<file path="config.mk">
export PLATFORM = sky130hd
export DESIGN_NAME = crk_ram
export DESIGN_NICKNAME = d
export VERILOG_FILES = /design/src/sv/crk_ram.sv
export SDC_FILE = /design/constraint.sdc
export NUM_CORES = 2
export LEC_CHECK = 0
export CAP_MARGIN = 20
export CORE_MARGIN = 10
export CORE_UTILIZATION = 50
export CTS_BUF_LIST = sky130_fd_sc_hd__clkbuf_16
export CTS_CLUSTER_DIAMETER = 50
export DETAILED_ROUTE_END_ITERATION = 8
export DONT_BUFFER_PORTS = 1
export GPL_ROUTABILITY_DRIVEN = 0
export SLEW_MARGIN = 0
export SYNTH_ARGS = -nofsm -noshare
export SYNTH_HDL_FRONTEND = slang
export SYNTH_SLANG_ARGS = --single-unit
</file>
<file path="constraint.sdc">
create_clock -name clk -period 12.67 [get_ports clk]
set_clock_uncertainty 0.1 [all_clocks]
set_input_delay 2.534 -clock clk [delete_from_list [all_inputs] [get_ports clk]]
set_output_delay 2.534 -clock clk [all_outputs]
set_load 0.005 [all_outputs]
</file>
<file path="src/sv/crk_ram.sv">
// ----------------------------------------------------------------------------
// crk_ram
// Generic single write port, single read port RAM with registered read data.
// ----------------------------------------------------------------------------
module crk_ram #(
    parameter int WIDTH = 32,
    parameter int DEPTH = 96,
    parameter int AW    = 7
) (
    input  logic             clk,
    input  logic             we,
    input  logic [AW-1:0]    waddr,
    input  logic [WIDTH-1:0] wdata,
    input  logic [AW-1:0]    raddr,
    output logic [WIDTH-1:0] rdata
);

    logic [WIDTH-1:0] mem [DEPTH];
    logic [WIDTH-1:0] rdata_reg;

    always_ff @(posedge clk)
    begin
        if (we)
        begin
            mem[waddr] <= wdata;
        end
        rdata_reg <= mem[raddr];
    end

    assign rdata = rdata_reg;

endmodule

</file>
Yosys cells after proc, flatten, opt, wreduce, memory -nomap -nowiden
Memory sizes are Yosys's and may differ from the RTL's. A register that Yosys moved wholly into a read port is not among the register bits.
Cells that the tools add are included.
- word-level logic and storage cells: 3
- RAM bits: 3072
- register bits after elaboration: 0
- input port bits: 48
- memories kept: 1
- output and inout bits: 32
- memories (name ; depth ; bits a word ; rd ports ; clocked after memory_dff ; write ports ; RTL line ; RTL):
    mem ; 96 ; 32 ; 1 ; 1 ; 1 ; 18 ; logic [WIDTH-1:0] mem [DEPTH];
- muxes and demuxes: 2
- operators by type and width (kind ; count):
    1-bit two-way mux ; 2

Depth between registers and ports, before layout
- depth in word-level cells: 2
- gate-level depth with buffers: 12
- depth with buffers taken out: 6

Worst setup path before layout
OpenSTA, ideal clock, no wires.
- path type: input port to flip-flop
- from: in waddr[5]
- to: mem mem[50][0], enable pin
- stages on the path: 3
- slack: 6841 ps
- path buffers: 0
- data required time: 12109 ps
- setup time: 461 ps
- arrival time: 5268 ps
- path through: nor2b_1 -> nand3_1 -> nor3_1
- RTL lines (item ; RTL line ; RTL):
    start, declared ; 12 ; input logic [AW-1:0] waddr,
    end, declared ; 18 ;
Straight into the memory's write port.

==> summary.md <==
| Metric | Value |
|---|---|
| Outcome | finished, violations left |
| Failing checks | slew limit |
| Cts bufs inserted | 353 |
| Crit Reg-Reg Startpoint | mem[87][9] |
| DR WL/cell | 38.9 µm |
| Cell total after placement | 8322 |
| Post-Syn Area | 118000 µm² |
| CTS Hold Bufs | 0 |
| Slew @ Worst Pin | 3.63 ns |
| CP required | 13.37 ns |
| Die H | 506 µm |
| Critical Path Fanout Max | 172 |
| Vias in the first global route | 58500 |
| Gr usage total | 26.9% |
| Pwr per Cell Area | 162 nW/µm² |
| Std cell rows | 178 |
| Vias post-DR | 58800 |
| Synth Net Count | 5327 |
| Syn avg cell area | 22.4 µm² |
| Ranking of synthesized cells by area | edfxtp_1, mux4_2, mux2i_1 |
| Pwr Total | 0.0217 W |
| First-pass DRT Iterations | 6 |
| DRC errors left | 0 |
| Largest register FFs | 3072 |
| Grt total ovfl | 0 |
| CP Capture Type | flop |
| Fin nets | 5579 |
| Core area | 235000 µm² |
| Slew margin rel. | -142% |
| R2R depth | 6 |
| Post-CTS Resized | 0 |
| Cell variety after synth | 55 |
| Post-route ant nets | 0 |
| Clock root buffer | clkbuf_16 |
| Part of the cycle the worst path needs | 59.0% |
| Initial antenna violation count | 32 |
| Setup bufs post-CTS | 0 |
| Share of cells above drive strength 1 | 25.4% |
| Mapped Cells | 5279 |
| Achievable Freq | 134 MHz |
| Worst path arrival time | 8.18 ns |
| Final instance area | 134000 µm² |
| Via density | 6.56 |
| Clock Tree Buf Depth | 4 |
| RR Endpoint | rdata[9] |
| Total of max-cap violations | 0 |
| Io pins | 80 |
| CTS tree | done |
| Clk_lat worst skew | 0.97 ns |
| LEAKAGE | 42.1 nW |
| Num Clock Sinks | 3104 |
| Fin. Hold Viols | 0 |
| Worst hold path startpoint | mem[5][31] |
| RSZ-0062 raised after global routing | false |
| Yosys warns | 0 |
| H-Tree Level Count | 5 |
| PortBufs | 0 |
| Die area | 256000 µm² |
| Yosys reg bits | 3104 |
| Max Slew Vio Count | 459 |
| Setup Viol. Count Final | 0 |
| Horiz. Die Dim | 506 µm |
| Worst R2R Setup Slack | 9.52 ns |
| First-pass GRT wire length | 481 mm |
| Hold EP | rdata[31] |
| Initial core utilization | 50.3% |
| Setup tns final | 0 ns |
| P&R area growth vs syn | 13.0% |
| Ys flop type | edfxtp_1 |
| Worst setup path class | in -> reg |
| CP startpoint kind | input port |
| Hpwl dp | 182 mm |
| Post-route insts no fill | 8958 |
| Worst Hold Depth | 3 |
| Placed cell areas | 123000 µm² |
| Iter 0 DRT Violations | 9123 |
| Tmin final | 7.47 ns |
| Largest net degree at the start of global routing | 553 |
| EDFF count, synth | 3072 |
| Synth top area share | 78.0% |
| Asr flop ratio synth | 0% |
| WL final | 348 mm |
| Dominant cell type by area after synthesis | edfxtp_1 |
| Worst-path clk slew | 0.06 ns |
| Worst vdd ir | 0.000131 V |
| Sequential area share after synthesis | 78.5% |
| Hold Crit Class | reg -> reg |
[cells in the final DEF, fill, tap and decap left out, types with 27 or more instances in the layout]
| cell | netlist | layout |
|---|---|---|
| edfxtp_1 | 3072 | 3072 |
| mux4_2 | 670 | 670 |
| clkbuf_16 | 0 | 354 |
| mux2i_1 | 300 | 300 |
| buf_4 | 42 | 161 |
| a22oi_1 | 126 | 126 |
| nand2_1 | 97 | 97 |
| nor2_4 | 0 | 89 |
| o22ai_1 | 87 | 85 |
| inv_1 | 2 | 77 |
| nand3_1 | 68 | 68 |
| clkinv_1 | 1 | 63 |
| a21oi_1 | 60 | 60 |
| clkinv_2 | 0 | 45 |
| nor2_1 | 132 | 43 |
| a221oi_1 | 41 | 41 |
| dfxtp_1 | 32 | 32 |
| a22o_1 | 31 | 31 |
| nor2b_1 | 34 | 28 |
| a211oi_1 | 27 | 27 |
[how the worst max path moves through the flow]
stage	to	slack, ns	start	cells past startpoint
after floorplan	mem[50][0]	6.84	waddr[5]	3
after global placement	rdata[0]	3.45	raddr[0]	9
after detailed placement	rdata[29]	4.33	raddr[0]	10
after CTS	rdata[29]	5.38	raddr[0]	10
after global routing	rdata[7]	4.92	raddr[0]	11
final	rdata[7]	5.20	raddr[0]	11
[logic make-up after synthesis]
logic type,after synthesis,synth area share [%]
and+or+nand+nor,437,1.73
muxes,991,15.5
AOI/OAI and AO/OA,467,2.79
DFF,3104,78.5
buffers and inverters,280,1.47
[final cells by class]
class                   instances  area, µm²
diodes                         15       37.5
clock buffers                 354       8860
clock inverters               263       1890
fillers                     17200     102000
inverters                       3       13.8
multi-input cells            1895      24500
flip-flops and latches       3104      92900
well taps                    3150       3940
repair buffers                174       1500
[metrics by stage]
| step | setup WS [ns] | hold WS (ns) | util [%] |
|---|---|---|---|
| 2_1_floorplan | 6.84 | 0.548 | - |
| 3_3_place_gp | 3.45 | 0.682 | 52.1 |
| 3_5_place_dp | 4.33 | 0.705 | 52.2 |
| 4_1_cts | 5.38 | 0.733 | 56.7 |
| 5_1_grt | 4.92 | 0.784 | 56.8 |
| 6_report | 5.20 | 0.726 | 56.8 |
[power by group]
part           switching (W)  internal (W)  leakage, nW
clock                0.00402       0.00550         5.52
sequential         0.0000535        0.0113         27.9
combinational       0.000450      0.000350         8.66
[worst max-delay path, stage by stage]
cell      delay (ns)
buf_16          0.32
buf_16          0.56
buf_16          0.48
buf_16          0.48
buf_16          0.92
mux4_2          0.61
mux2i_1         0.22
o22ai_1         0.15
or4_1           0.74
a21oi_1         0.22
o221ai_1        0.14
[cells in the mapped netlist (all sizes together), types with 7 or more instances]
cell type and instances:
mux2 21, nand3 68, a21oi 60, mux4 670
a211oi 28, edfxtp 3072, a221oi 41, o21ai 32
clkbuf 97, mux2i 300, nor2 132, buf 180
nor2b 34, a22o 31, nor3 36, nor4 10
nand2 97, o221ai 17, dfxtp 32, a22oi 126
or3 12, o22ai 87, o41ai 7, a31oi 13
nand2b 13, and2 11
[metal layers]
layer,track usage [%],share of wire [%]
met3,6.53,11
met1,37.1,38
met2,41.9,47
met4,10.0,4.1
met5,0,0.0037
No activity file was read; power rests on OpenSTA's default activity.
