==> config.mk <==
export PLATFORM = sky130hd
export DESIGN_NAME = crk_phase_div
export DESIGN_NICKNAME = d
export VERILOG_FILES = /design/src/sv/crk_phase_div.sv
export SDC_FILE = /design/constraint.sdc
export NUM_CORES = 1
export LEC_CHECK = 0
export BUFFER_PORTS_ARGS = -buffer_cell sky130_fd_sc_hd__buf_2
export CELL_PAD_IN_SITES_DETAIL_PLACEMENT = 1
export CELL_PAD_IN_SITES_GLOBAL_PLACEMENT = 2
export CORE_MARGIN = 10
export CORE_UTILIZATION = 46
export DETAILED_ROUTE_END_ITERATION = 8
export GPL_TIMING_DRIVEN = 0
export PLACE_DENSITY_LB_ADDON = 0.15
export SYNTH_ARGS = -nofsm -noshare
export SYNTH_HDL_FRONTEND = slang
export SYNTH_SLANG_ARGS = --single-unit
==> constraint.sdc <==
create_clock -name clk -period 11.2 [get_ports clk]
set_clock_uncertainty 0.15 [all_clocks]
set_input_delay 0.56 -clock clk [delete_from_list [all_inputs] [get_ports clk]]
set_output_delay 0.56 -clock clk [all_outputs]
set_load 0.01 [all_outputs]
==> src/sv/crk_phase_div.sv <==
// ----------------------------------------------------------------------------
// crk_phase_div
// Turns elapsed milliseconds into a rounded Q16.16 phase step by multiplying
// with the reciprocal of the segment length, in two partial products.
// ----------------------------------------------------------------------------
module crk_phase_div #(
    parameter int SEGMENT_MS = 3000
) (
    input  logic        clk,
    input  logic        rst_n,
    input  logic        start,
    input  logic [15:0] elapsed_ms,
    output logic        done,
    output logic [31:0] step
);

    // The numerator stays below 2^32, so a 33-bit reciprocal rounded up
    // gives the exact floor for every input.
    localparam int          SH    = $clog2(SEGMENT_MS);
    localparam logic [63:0] RECIP = ((64'd1 << (32 + SH)) + 64'(SEGMENT_MS) - 64'd1)
                                    / 64'(SEGMENT_MS);
    localparam logic [16:0] M_LO  = RECIP[16:0];
    localparam logic [15:0] M_HI  = RECIP[32:17];
    localparam logic [31:0] HALF  = 32'(SEGMENT_MS / 2);

    typedef enum logic [2:0] {
        D_IDLE = 3'b001,
        D_LO   = 3'b010,
        D_HI   = 3'b100
    } div_state_t;

    div_state_t  state_reg;
    div_state_t  state_next;
    logic [31:0] num_reg;
    logic [64:0] acc_reg;
    logic [48:0] prod_lo;
    logic [47:0] prod_hi;

    assign prod_lo = {17'b0, num_reg} * {32'b0, M_LO};
    assign prod_hi = {16'b0, num_reg} * {32'b0, M_HI};

    always_comb
    begin
        case (state_reg)
            D_IDLE:  state_next = D_IDLE;
            D_LO:    state_next = D_HI;
            D_HI:    state_next = D_IDLE;
            default: state_next = D_IDLE;
        endcase
        if (start)
        begin
            state_next = D_LO;
        end
    end

    always_ff @(posedge clk or negedge rst_n)
    begin
        if (!rst_n)
        begin
            state_reg <= D_IDLE;
        end
        else
        begin
            state_reg <= state_next;
        end
    end

    always_ff @(posedge clk)
    begin
        if (start)
        begin
            num_reg <= {elapsed_ms, 16'b0} + HALF;
        end
        case (state_reg)
            D_LO:    acc_reg <= 65'(prod_lo);
            D_HI:    acc_reg <= acc_reg + {prod_hi, 17'b0};
            default:
            begin
            end
        endcase
    end

    assign done = (state_reg == D_IDLE);
    assign step = 32'(acc_reg >> (32 + SH));

endmodule

=== Yosys cells after proc, flatten, opt, wreduce, memory -nomap -nowiden ===
Cells that the tools add are included.
Widths: inputs -> output; s select.

* Add/sub/neg operators: 2
* Multiply operators: 2
* Equality and inequality tests: 3
* Reduce and logical (&&, ||, !) cells: 1
* Muxes and demuxes: 3

{| class="wikitable"
|+ Operators by type and width
! operator !! count
|-
| $pmux 65 s2 || 1
|-
| $add 65x65->65 || 1
|-
| $mul 32x16->48 const B || 1
|-
| $mul 32x15->47 const B || 1
|-
| $add 32x11->32 const B || 1
|-
| $mux 3 || 2
|-
| $eq 3x1->1 const B || 1
|-
| $eq 3x2->1 const B || 1
|-
| $eq 3x3->1 const B || 1
|-
| $reduce_bool 2->1 || 1
|}

* Output and inout bits: 33
* Logic and storage cells: 14
* Bits of input ports: 19
* Bits in registers: 100

=== Logic depth before layout (Yosys ltp) ===
* Word-level depth: 3
* Mapped depth: 29
* Mapped depth without buffers: 29

=== Worst setup path after synthesis ===
OpenSTA, ideal clock, no wires.

* Kind: register -> register
* Start: reg num_reg[17]
* End: reg acc_reg[64] (data pin)
* Buffers on the path: 0
* Setup time: 0.268 ns
* Stages on the path, launching flop included: 28
* Required time: 10.782 ns
* Slack: 3.871 ns
* Period minus slack after synthesis: 7.329 ns
* Arrival time: 6.912 ns
* Cell sequence: edfxtp_1 > ha_1 > inv_1 > fa_1 > inv_1 > fa_1 > fa_1 > fa_1 > inv_1 > fa_1 > inv_1 > ha_1 > a21o_1 > a221o_1 > a21oi_1 > o211ai_1 > a21bo_2 > a21oi_1 > xnor2_1 > ha_1 > a21o_1 > a21o_1 > a21oi_1 > o21ai_0 > a221o_1 > a211o_1 > a21oi_1 > nor3b_1

* Longest elaborated chain between the ends: 3

{| class="wikitable"
|+ RTL lines
! element !! RTL line !! source
|-
| from (decl) || 34 || <nowiki>logic [31:0] num_reg;</nowiki>
|-
| from (signal assigned) || 72 || <nowiki>num_reg <= {elapsed_ms, 16'b0} + HALF;</nowiki>
|-
| $mul 32x16->48 || 40 || <nowiki>assign prod_hi = {16'b0, num_reg} * {32'b0, M_HI};</nowiki>
|-
| $add 65x65->65 || 76 || <nowiki>D_HI: acc_reg <= acc_reg + {prod_hi, 17'b0};</nowiki>
|-
| $pmux 65 s2 || 74 || <nowiki>case (state_reg)</nowiki>
|-
| to (signal assigned) || 75 || <nowiki>D_LO: acc_reg <= 65'(prod_lo);</nowiki>
|-
| to (signal assigned) || 76 ||
|-
| to (decl) || 35 || <nowiki>logic [64:0] acc_reg;</nowiki>
|}

No other way between the ends.
A chain may end at the register's enable or synchronous reset.

=== Final worst setup path ===
* Start: reg num_reg[16]
* End: reg acc_reg[64] (data pin)

Same word-level chain as after synthesis.

==> impl_metrics.xml <==
<?xml version="1.0" encoding="UTF-8"?>
<metrics>
  <group name="placement">
    <metric name="detailedPlace.worstSlack" unit="ns">2.067</metric>
    <metric name="numPortBuffers" unit="">40</metric>
    <metric name="place.gp.congestion" unit="">0.8830</metric>
    <metric name="dpl.cell_count" unit="">1947</metric>
    <metric name="final_hpwl_dp" unit="µm">36000</metric>
  </group>
  <group name="synthesis">
    <metric name="postSynthCellCount" unit="">1500</metric>
    <metric name="ys_top_cells_by_area" unit="">fa_1 (25%), ha_1 (23%), edfxtp_1 (13%)</metric>
    <metric name="yosysWarningCount" unit="">0</metric>
    <metric name="yosys_register_bits" unit="">65</metric>
    <metric name="synth_area_per_cell" unit="µm²">9.574</metric>
    <metric name="mappedNetlistArea" unit="µm²">14360</metric>
    <metric name="post-synth-top-count-cell" unit="">ha_1</metric>
    <metric name="most_area_hungry_cell_type_in_the_yosys_netlist" unit="">fa_1</metric>
    <metric name="yosysUniqueCellTypes" unit="">81</metric>
    <metric name="synth.top_cell.area_share" unit="%">24.53</metric>
    <metric name="edff_count_synth" unit="">62</metric>
    <metric name="top_flip_flop_cell_by_instance_count_after_synthesis" unit="">edfxtp_1</metric>
    <metric name="synth.cells.most_frequent" unit="">ha_1 (266), inv_1 (259), fa_1 (176)</metric>
    <metric name="postSynth.asyncResetShare" unit="%">4.615</metric>
    <metric name="ys_seq_area_share" unit="%">13.50</metric>
  </group>
  <group name="global_route">
    <metric name="grt.total_usage" unit="%">22.21</metric>
    <metric name="grt_antenna_before_repair" unit="">0</metric>
    <metric name="grt_pass1_vias" unit="">11700</metric>
    <metric name="first_pass_grt_wire_length" unit="µm">66880</metric>
    <metric name="overflow" unit="">0</metric>
    <metric name="maximum_number_of_pins_on_one_net_before_global_route_repair" unit="">29</metric>
  </group>
  <group name="die">
    <metric name="die_area" unit="µm²">38690</metric>
    <metric name="row_count" unit="">64</metric>
    <metric name="core_area" unit="µm²">30670</metric>
    <metric name="die-height" unit="µm">196.7</metric>
    <metric name="die_x" unit="µm">196.7</metric>
    <metric name="boundaryPins" unit="">52</metric>
    <metric name="start_util" unit="%">46.83</metric>
  </group>
  <group name="cells_and_area">
    <metric name="post_route_cells_drive_above_1_share" unit="%">8.036</metric>
    <metric name="layoutNonFillerInstCount" unit="">1964</metric>
    <metric name="syn2layout_area_growth" unit="%">7.327</metric>
    <metric name="combined_area_of_the_multi_input_logic_cells" unit="µm²">11120</metric>
    <metric name="fill_cells" unit="">3530</metric>
    <metric name="antenna_cells_inserted" unit="">0</metric>
    <metric name="finish.net_count" unit="">2024</metric>
    <metric name="final-seq-area" unit="µm²">1938</metric>
    <metric name="largest_register_ff_count" unit="">46</metric>
  </group>
  <group name="setup_path">
    <metric name="cpMaxStageDelayCell" unit="">a2111oi_0</metric>
    <metric name="end_kind" unit="">flop</metric>
    <metric name="crit_path_start_kind" unit="">flop</metric>
    <metric name="critPathBufInv" unit="">4</metric>
    <metric name="critical_path_arrival" unit="ns">9.22</metric>
    <metric name="critPathRequiredTime" unit="ns">11.15</metric>
    <metric name="maximum_fanout_encountered_on_the_critical_timing_path" unit="">13</metric>
    <metric name="slowest_delay" unit="ns">1.01</metric>
    <metric name="crit_family" unit="">compound AO/OA/AOI/OAI gates</metric>
    <metric name="path_class" unit="">flop to flop</metric>
  </group>
  <group name="sta">
    <metric name="final_setup_violation_count" unit="">0</metric>
    <metric name="worst_slew_pin_slew" unit="ns">1.165</metric>
    <metric name="slew_margin_rel" unit="%">20.31</metric>
    <metric name="final-max-slew-violation-count" unit="">0</metric>
    <metric name="setup_repair_after_global_routing_missed_its_margin" unit="">false</metric>
    <metric name="finalHoldViolCount" unit="">0</metric>
    <metric name="timing.final.crit_period" unit="ns">9.273</metric>
    <metric name="final.hold.worst_slack" unit="ns">0.2020</metric>
    <metric name="max_freq" unit="MHz">107.8</metric>
    <metric name="part_of_the_cycle_the_worst_path_needs" unit="%">82.80</metric>
    <metric name="fin_ws" unit="ns">1.927</metric>
    <metric name="totalNegativeSetupSlack" unit="ns">0</metric>
  </group>
  <group name="run_status">
    <metric name="outcome" unit="">finished clean</metric>
  </group>
  <group name="clock_network">
    <metric name="cts.sinks" unit="">65</metric>
    <metric name="clock_tree.htree_level_count" unit="">3</metric>
    <metric name="insertion_delay" unit="ns">0.38</metric>
    <metric name="clk_root_buffer_cell" unit="">clkbuf_16</metric>
    <metric name="cts_setup_buffers" unit="">0</metric>
    <metric name="cts_inserted_buffers" unit="">9</metric>
    <metric name="register_clock_pin_slew_on_the_reported_worst_setup_and_hold_paths" unit="ns">0.07</metric>
    <metric name="max_buffers_root_to_sink" unit="">2</metric>
    <metric name="cts-resized-gates" unit="">0</metric>
    <metric name="cts_tree" unit="">yes</metric>
  </group>
  <group name="drt">
    <metric name="detail_route.vias_per_cell" unit="">5.567</metric>
    <metric name="drc" unit="">0</metric>
    <metric name="route.final.wire_length" unit="µm">42180</metric>
    <metric name="drtPass1Iterations" unit="">5</metric>
    <metric name="avgRoutedWirePerCell" unit="µm">21.48</metric>
    <metric name="first_iter_violations" unit="">501</metric>
    <metric name="postRouteAntennaNets" unit="">0</metric>
    <metric name="detailroute.via_count" unit="">10930</metric>
  </group>
  <group name="flow_run">
    <metric name="max-cap-violations" unit="">0</metric>
  </group>
  <group name="min_path">
    <metric name="min-delay-path-class" unit="">input pin to flop</metric>
  </group>
</metrics>
## final timing paths
check / from / end / slack [ns] / cells past startpoint
max: num_reg[16] / acc_reg[64] / 1.93 / 27
min: elapsed_ms[15] / num_reg[31] / 0.20 / 1
max reg2reg: num_reg[16] / acc_reg[64] / 1.93 / 27
min reg2reg: state_reg[1] / state_reg[0] / 0.39 / 1
max in group asynchronous: rst_n / state_reg[0] / 10.36 / 2
min in group asynchronous: rst_n / state_reg[2] / 0.35 / 2
## layout make-up
type                       count  share of cell area (%)
tap                          396                   3.215
buffer                        59                   2.411
sequential                    65                   12.57
inverter                     259                   6.307
clock inverter                 5                  0.2516
multi-input combinational   1127                   72.17
clock buffer                  11                   1.575
timing repair buffer          42                   1.494
## cell families after synthesis
kind of cell,Yosys count,share of synthesized area (%)
compound gates,326,14.96
xor+xnor,82,5.001
fa+ha+maj,442,47.71
buf+inv,318,9.357
flops,65,13.50
mux,6,0.4269
other cells,1,0.02611
simple gates,260,9.026
## layout by cell type, fill, tap and decap left out, types with 4 or more instances in the layout
cell       count
o211ai_1       8
nand2b_1      12
nor3b_1       10
a21oi_1       96
clkbuf_1      21
xor2_1        35
and3_1         8
and2_1         9
o21ai_0       59
ha_1         266
a21o_1        49
nand3_1       27
nor2b_1        5
nand4_1       11
buf_4         35
nand2_1       71
inv_1        259
or3_1          9
nor3_1        13
buf_2         40
edfxtp_1      62
a211oi_1      13
o31ai_1       11
a31oi_1       11
conb_1        11
o21a_1        12
o31a_1         5
a21boi_0       4
or2_2          5
clkbuf_16      9
o2111ai_1      4
xnor2_1       47
mux2i_1        5
o21bai_1       9
nor2_1        63
fa_1         176
## per-stage QoR
stage | cell area, µm² | utilization (%)
CTS | 15410 | 50.26
finish | 15410 | 50.26
global placement | 15090 | 49.22
detailed placement | 15120 | 49.31
global route | 15410 | 50.26
floorplan | 14400 | -
## what timing repair did
item                                   in CTS  in global routing
hold buffers                                1                  0
endpoints found under the hold margin       3                  0
setup endpoints to repair                   0                  0
## per-layer routing
metal  vias up  GRT usage [%]  wire length (µm)
met1      5558          29.70             19750
met2       119          37.39             20470
met5         -              0                 0
li1       5222              -                 -
met4         0          6.960              1024
met3        34          1.850               934
Power is left out: the tool's default activity adds up to more than one toggle a clock period on the data nets, which glitch-free logic cannot reach.
