$ cat src/sv/crk_pkg.sv
// ----------------------------------------------------------------------------
// crk_pkg
// Shared types and constants of the keyframe track interpolator.
// ----------------------------------------------------------------------------
package crk_pkg;

    localparam int KEY_WORDS = 6;
    localparam int COORD_W   = 32;
    localparam int PHASE_W   = 17;
    localparam int H_W       = 38;
    localparam int T_W       = PHASE_W + 1;
    localparam int P_W       = H_W + T_W;

    localparam logic [PHASE_W-1:0] PHASE_ONE = PHASE_W'(65536);

    localparam logic REQ_LOAD = 1'b0;
    localparam logic REQ_TICK = 1'b1;

    localparam logic signed [H_W-1:0] SAT_HI = H_W'(64'sd2147483647);
    localparam logic signed [H_W-1:0] SAT_LO = H_W'(-64'sd2147483648);

    typedef logic signed [COORD_W-1:0] coord_t;

    typedef struct packed {
        logic       start;
        logic [2:0] tag;
    } hz_cmd_t;

    typedef struct packed {
        logic       ready;
        logic       done;
        logic [2:0] tag;
    } hz_sts_t;

endpackage

$ cat src/sv/crk_horner.sv
// ----------------------------------------------------------------------------
// crk_horner
// One Catmull-Rom cubic evaluated by Horner steps on a shared multiplier,
// with Q16.16 rounding, a final halving and signed 32-bit saturation.
// ----------------------------------------------------------------------------
module crk_horner (
    input  logic                   clk,
    input  logic                   rst_n,
    input  crk_pkg::hz_cmd_t       cmd,
    input  crk_pkg::coord_t        p [4],
    input  logic [16:0]            t,
    output crk_pkg::hz_sts_t       sts,
    output crk_pkg::coord_t        res
);

    import crk_pkg::*;

    typedef enum logic [7:0] {
        H_IDLE = 8'b00000001,
        H_M1   = 8'b00000010,
        H_A1   = 8'b00000100,
        H_M2   = 8'b00001000,
        H_A2   = 8'b00010000,
        H_M3   = 8'b00100000,
        H_A3   = 8'b01000000,
        H_SAT  = 8'b10000000
    } hz_state_t;

    localparam logic signed [P_W-1:0] RND_HALF = P_W'(32768);

    hz_state_t state_reg;
    hz_state_t state_next;

    logic signed [H_W-1:0] e [4];
    logic signed [H_W-1:0] coef_a;
    logic signed [H_W-1:0] coef_b;
    logic signed [H_W-1:0] coef_c;
    logic signed [H_W-1:0] coef_d;
    logic signed [T_W-1:0] t_s;
    logic signed [P_W-1:0] mul;
    logic signed [P_W-1:0] rnd_full;
    logic signed [H_W-1:0] rnd;
    logic signed [H_W-1:0] half;

    logic signed [H_W-1:0] m_reg;
    logic signed [H_W-1:0] b_reg;
    logic signed [H_W-1:0] c_reg;
    logic signed [H_W-1:0] d_reg;
    logic signed [P_W-1:0] prod_reg;
    logic [2:0]            tag_reg;

    always_comb
    begin
        for (int i = 0; i < 4; i++)
        begin
            e[i] = H_W'(p[i]);
        end
    end

    assign coef_a = e[3] - e[0] + (e[1] + (e[1] <<< 1)) - (e[2] + (e[2] <<< 1));
    assign coef_b = (e[0] <<< 1) - (e[1] + (e[1] <<< 2)) + (e[2] <<< 2) - e[3];
    assign coef_c = e[2] - e[0];
    assign coef_d = e[1] <<< 1;

    assign t_s      = $signed({1'b0, t});
    assign mul      = P_W'(m_reg) * P_W'(t_s);
    assign rnd_full = (prod_reg + RND_HALF) >>> 16;
    assign rnd      = H_W'(rnd_full);
    assign half     = (m_reg + H_W'(1)) >>> 1;

    always_comb
    begin
        state_next = state_reg;
        case (state_reg)
            H_IDLE:
            begin
                if (cmd.start)
                begin
                    state_next = H_M1;
                end
            end
            H_M1:    state_next = H_A1;
            H_A1:    state_next = H_M2;
            H_M2:    state_next = H_A2;
            H_A2:    state_next = H_M3;
            H_M3:    state_next = H_A3;
            H_A3:    state_next = H_SAT;
            H_SAT:   state_next = H_IDLE;
            default: state_next = H_IDLE;
        endcase
    end

    always_ff @(posedge clk or negedge rst_n)
    begin
        if (!rst_n)
        begin
            state_reg <= H_IDLE;
        end
        else
        begin
            state_reg <= state_next;
        end
    end

    always_ff @(posedge clk)
    begin
        case (state_reg)
            H_IDLE:
            begin
                if (cmd.start)
                begin
                    m_reg   <= coef_a;
                    b_reg   <= coef_b;
                    c_reg   <= coef_c;
                    d_reg   <= coef_d;
                    tag_reg <= cmd.tag;
                end
            end
            H_M1, H_M2, H_M3:
            begin
                prod_reg <= mul;
            end
            H_A1:    m_reg <= rnd + b_reg;
            H_A2:    m_reg <= rnd + c_reg;
            H_A3:    m_reg <= rnd + d_reg;
            default:
            begin
            end
        endcase
    end

    always_comb
    begin
        if (half > SAT_HI)
        begin
            res = coord_t'(32'sh7FFFFFFF);
        end
        else if (half < SAT_LO)
        begin
            res = coord_t'(32'sh80000000);
        end
        else
        begin
            res = coord_t'(half[COORD_W-1:0]);
        end
    end

    assign sts.ready = (state_reg == H_IDLE);
    assign sts.done  = (state_reg == H_SAT);
    assign sts.tag   = tag_reg;

endmodule

$ cat config.mk
export PLATFORM = sky130hd
export DESIGN_NAME = crk_horner
export DESIGN_NICKNAME = d
export VERILOG_FILES = /design/src/sv/crk_pkg.sv /design/src/sv/crk_horner.sv
export SDC_FILE = /design/constraint.sdc
export NUM_CORES = 2
export LEC_CHECK = 0
export ABC_AREA = 1
export BUFFER_PORTS_ARGS = -buffer_cell sky130_fd_sc_hd__buf_2
export CAP_MARGIN = 20
export CORE_MARGIN = 1.5
export CORE_UTILIZATION = 45
export DETAILED_ROUTE_END_ITERATION = 12
export PLACE_DENSITY = 0.72
export SLEW_MARGIN = 20
export SYNTH_ARGS = -nofsm -noshare
export SYNTH_HDL_FRONTEND = slang
export SYNTH_SLANG_ARGS = --single-unit
$ cat constraint.sdc
create_clock -name clk -period 7.6 [get_ports clk]
set_input_delay 0.76 -clock clk [delete_from_list [all_inputs] [get_ports clk]]
set_output_delay 0.76 -clock clk [all_outputs]
set_load 0.01 [all_outputs]
Word-level counts from Yosys, hierarchy flattened
Index checks and enable logic that the tools add are counted.
- add/sub/neg operators: 15
- $mul: 1
- $lt $le $gt $ge: 2
- eq/ne operators: 9
- muxes and demuxes: 6
- reductions and logical operators: 4
- operators by type and width (kind ; count):
    one-hot mux 38 bit (4 select lines) ; 1
    adder 38 bit ; 2
    adder 32 x 33 -> 34 bit ; 2
    subtractor 32 x 32 -> 33 bit ; 2
    two-way mux 32 bit ; 2
    one-hot mux 8 bit (7 select lines) ; 1
    adder 54 x 17 -> 54 bit, second input constant ; 1
    multiplier 38 x 18 -> 54 bit ; 1
    adder 38 x 2 -> 38 bit, second input constant ; 1
    adder 38 x 33 -> 38 bit ; 1
    two-way mux 38 bit ; 1
    subtractor 37 x 32 -> 38 bit ; 1
    adder 36 x 34 -> 37 bit ; 1
    greater-than comparator 37 x 32 -> 1 bit, second input constant ; 1
    < comparator 37 x 32 -> 1 bit, second input constant ; 1
    subtractor 33 x 35 -> 36 bit ; 1
    subtractor 35 x 34 -> 36 bit ; 1
    adder 32 x 34 -> 35 bit ; 1
    adder 33 x 34 -> 35 bit ; 1
    equality test 8 x 1 -> 1 bit, second input constant ; 1
    equality test 8 x 2 -> 1 bit, second input constant ; 1
    equality test 8 x 3 -> 1 bit, second input constant ; 1
    equality test 8 x 4 -> 1 bit, second input constant ; 1
    equality test 8 x 5 -> 1 bit, second input constant ; 1
    8 further kinds ; 9
- bits in registers: 211
- bits of input ports: 151
- output and inout port bits: 37
- word-level logic and storage cells: 44

Depth between registers and ports, before layout
- depth in word-level cells: 5
- mapped depth: 30
- gate-level depth less buffers: 28

Worst setup path after synthesis
OpenSTA, ideal clock, no wires.
- path kind: input to register
- start: in t[12]
- end: reg prod_reg[53] (data pin)
- setup time: 0.252 ns
- arrival: 5.901 ns
- required time: 7.348 ns
- path slack: 1.447 ns
- stages: 22
- path buffers: 2
- cell sequence: clkbuf_1 > buf_1 > nand2_1 > fa_1 > inv_1 > fa_1 > fa_1 > fa_1 > fa_1 > inv_1 > fa_1 > inv_1 > ha_1 > nand2_1 > nor2_1 > inv_1 > nor2_1 > inv_1 > nor4_1 > a21oi_1 > nand2_1 > nand2_1
- word-level cells in the longest chain between the ends: 1
- ends and longest elaborated chain (item ; line ; text):
    from (decl) ; crk_horner.sv:11 ; input logic [16:0] t,
    multiplier 38 x 18 -> 54 bit ; crk_horner.sv:66 ; assign mul = P_W'(m_reg) * P_W'(t_s);
    named net mul[53] ; crk_horner.sv:40 ; logic signed [P_W-1:0] mul;
    to (signal assigned) ; crk_horner.sv:121 ; prod_reg <= mul;
    to (decl) ; crk_horner.sv:49 ; logic signed [P_W-1:0] prod_reg;
The timed path passes the listed nets, and every way through them passes these cells.
A chain may end at the register's enable or synchronous reset.

Final worst setup path
- start: reg m_reg[18]
- end: reg prod_reg[33] (data pin)
- word-level cells in the longest chain between the ends: 1
- ends and longest elaborated chain (item ; line ; text):
    from (decl) ; crk_horner.sv:45 ; logic signed [H_W-1:0] m_reg;
    from (signal assigned) ; crk_horner.sv:112 ; m_reg <= coef_a;
    from (signal assigned) ; crk_horner.sv:123 ; H_A1: m_reg <= rnd + b_reg;
    from (signal assigned) ; crk_horner.sv:124 ; H_A2: m_reg <= rnd + c_reg;
    multiplier 38 x 18 -> 54 bit ; crk_horner.sv:66 ;
    named net mul[33] ; crk_horner.sv:40 ;
The timed path passes the listed nets, and every way through them passes these cells.

==> summary.md <==
| Metric | Value |
|---|---|
| Status | complete, no violations |
| Crit-path max FO | 20 |
| Diodes inserted | 0 |
| Fmax | 144 MHz |
| Measured slew at the worst slew-check pin | 1.16 ns |
| R2r startpoint | m_reg[18]$_DFFE_PP_ |
| # fillers | 11,000 |
| Hold WC Path Type | input pin to async pin |
| Global placer's final weighted congestion | 1.11 |
| Period minus WS final | 6.94 ns |
| Reg area | 5700 µm² |
| Max Root-Sink Buffers | 2 |
| Critical path startpoint category | flip-flop |
| Sequential area share after synthesis | 11.4% |
| RSZ-0062 raised after global routing | false |
| Port bufs | 187 |
| Worst endpoint required time | 7.82 ns |
| I/O pin cnt | 188 |
| Util after Layout | 48.5% |
| Final period utilization | 91.3% |
| Die Area | 113,000 µm² |
| GRT Util Overall | 31.4% |
| Final setup viols | 0 |
| H-tree depth | 4 |
| Grt ovf | 0 |
| Max-Cap Viols | 0 |
| Yosys Warn Count | 0 |
| Worst R2R End | prod_reg[33]$_DFFE_PP_ |
| Post-Syn Instances | 6,876 |
| Avg WL per Cell | 20.5 µm |
| DR vias | 45,300 |
| Max FFs per register | 39 |
| Slew Viols, Final | 0 |
| Rel. slew slack | 22.9% |
| Antenna-violating nets left | 0 |
| Layout overhead on the synthesized area | 6.38% |
| Setup CP Type | flip-flop to flip-flop |
| Fin. Hold Viols | 0 |
| First-pass GRT wire length | 267 mm |
| CTS Sinks | 191 |
| Synthesized area per cell | 7.26 µm² |
| Worst-Skew Late Latency | 0.52 ns |
| Pin count of the biggest net entering global routing | 58 |
| Post-DP HPWL | 151 mm |
| Synth Flop Type | edfxtp_1 |
| Initial antenna violation count | 6 |
| Vias in the first global route | 47,200 |
| Worst EP arrival | 7.16 ns |
| Reg-to-reg setup timing slack | 0.66 ns |
| R2R cell count | 17 |
| Post-Place Setup Slack | 0.453 ns |
| Final WS setup | 0.660 ns |
| Clock Root Buffer | clkbuf_16 |
| Syn nets | 8,163 |
| CTS buffer count | 17 |
| Clock transition at path regs | 0.07 ns |
| DR iter-0 viols | 3,693 |
| Setup TNS | 0 ns |
| Flops & latches, synth | 191 |
| Starting Density | 45.6% |
| CTS tree | yes |
| Core area | 109,000 µm² |
| Yosys cell types | 50 |
| Share of flip-flops with an asynchronous set or reset | 4.19% |
| Vias per inst | 5.35 |
| Hold Buf Count CTS | 0 |
| Width of the die | 336 µm |
| Setup Skew | 0.0277 ns |
| # DRC | 0 |
| EDFF count, synth | 183 |
| Crit end category | flip-flop |
| Synthesized area | 49,900 µm² |
| Nets | 8,273 |
| Multi-input logic area | 37,000 µm² |
| Final wirelength | 174 mm |
| Row cnt | 121 |
| Die height | 336 µm |
| DR pass1 iterations | 6 |
| PostCTS Resize Cnt | 0 |
| Post-CTS setup buffer count | 0 |
| Layout cells sized above 1 | 4.86% |
[cells in the final DEF (no fill, tap or decap), drive strengths merged, types with 2 or more instances in the layout]
cell type	netlist	routed
clkinv	0	4
nor4	16	16
a21oi	264	264
a21boi	4	4
inv	1726	1731
a31oi	22	22
clkinvlp	0	2
o21ai	167	167
o21a	11	11
dfrtp	7	7
a21o	22	22
nand3b	28	28
xnor2	60	60
clkbuf	74	18
o21bai	40	40
nor2	490	490
nand4	60	60
and3	4	4
buf	94	259
xor2	111	111
o211ai	12	12
nand3	296	296
edfxtp	183	183
or2	18	18
nor3b	5	5
fa	828	828
nor3	76	76
nand2	1939	1939
ha	308	308
a22oi	2	2
bufinv	0	2
o221ai	2	2
[final cells by class]
cell class	count	area share (%)
multi-input combinational	4791	69.6
clock buffer	18	0.808
tap	1476	3.48
inverter	1726	12.2
clock inverter	13	0.295
timing repair buffer	259	2.87
sequential	191	10.7
[worst max-delay path by stage]
stage,endpoint,startpoint
5_1_grt,prod_reg[53]$_DFFE_PP_,m_reg[37]$_DFFE_PP_
3_5_place_dp,prod_reg[33]$_DFFE_PP_,t[14]
6_report,prod_reg[33]$_DFFE_PP_,m_reg[18]$_DFFE_PP_
4_1_cts,prod_reg[33]$_DFFE_PP_,m_reg[20]$_DFFE_PP_
2_1_floorplan,prod_reg[53]$_DFFE_PP_,t[12]
3_3_place_gp,prod_reg[33]$_DFFE_PP_,t[14]
[critical path, cell delays in order (launching register included)]
cell	delay [ns]
edfxtp_1	1.11
nand2_1	0.16
fa_1	0.53
inv_1	0.06
fa_1	0.51
fa_1	0.54
fa_1	0.55
fa_1	0.57
inv_1	0.06
fa_1	0.54
inv_1	0.05
ha_1	0.37
a21oi_1	0.31
o21ai_0	0.26
a21oi_1	0.25
o21ai_0	0.16
a21oi_1	0.38
xnor2_1	0.22
[kinds of logic (layout without fill, tap and decap cells)]
kind of cell / after synthesis / in the layout / synth area share, %
AND/OR/NAND/NOR: 2934 / 2934 / 24.0
XOR/XNOR: 172 / 172 / 3.05
AO/OA/AOI/OAI: 549 / 549 / 6.06
flip-flops: 191 / 191 / 11.4
adder cells (fa/ha/maj): 1136 / 1136 / 40.9
buffers and inverters: 1894 / 2016 / 14.6
[through the flow]
step / hold slack (ns) / instances / area (µm²)
floorplan: 0.422 / 6876 / 49900
global placement: 0.448 / 8441 / 52500
detailed placement: 0.453 / 8441 / 52500
CTS: 0.0707 / 8472 / 53000
global route: 0.0952 / 8474 / 53100
finish: 0.0826 / 8474 / 53100
[per-layer routing]
metal,global-route usage [%],part of all wire [%],vias up
met2,52.8,47,2020
met4,19.0,6.7,2
met5,0,0.0058,-
met3,4.16,7.0,486
li1,-,-,20700
met1,38.5,39,22100
[synth_stat cells, types with 22 or more instances]
master | number | area, µm²
a21oi_1 | 264 | 1320
buf_1 | 45 | 169
ha_1 | 308 | 3850
xor2_1 | 111 | 972
o21bai_1 | 39 | 293
fa_1 | 828 | 16600
clkbuf_1 | 74 | 278
o21ai_0 | 166 | 831
xnor2_1 | 60 | 526
nand3b_1 | 28 | 210
nand3_1 | 293 | 1470
nand4_1 | 59 | 369
nor2_1 | 480 | 1800
a31oi_1 | 22 | 138
a21o_1 | 22 | 165
edfxtp_1 | 183 | 5500
buf_4 | 27 | 203
nand2_1 | 1934 | 7260
nor3_1 | 70 | 350
inv_1 | 1724 | 6470
Power is left out: the tool's default activity adds up to more than one toggle a clock period on the data nets, which glitch-free logic cannot reach.
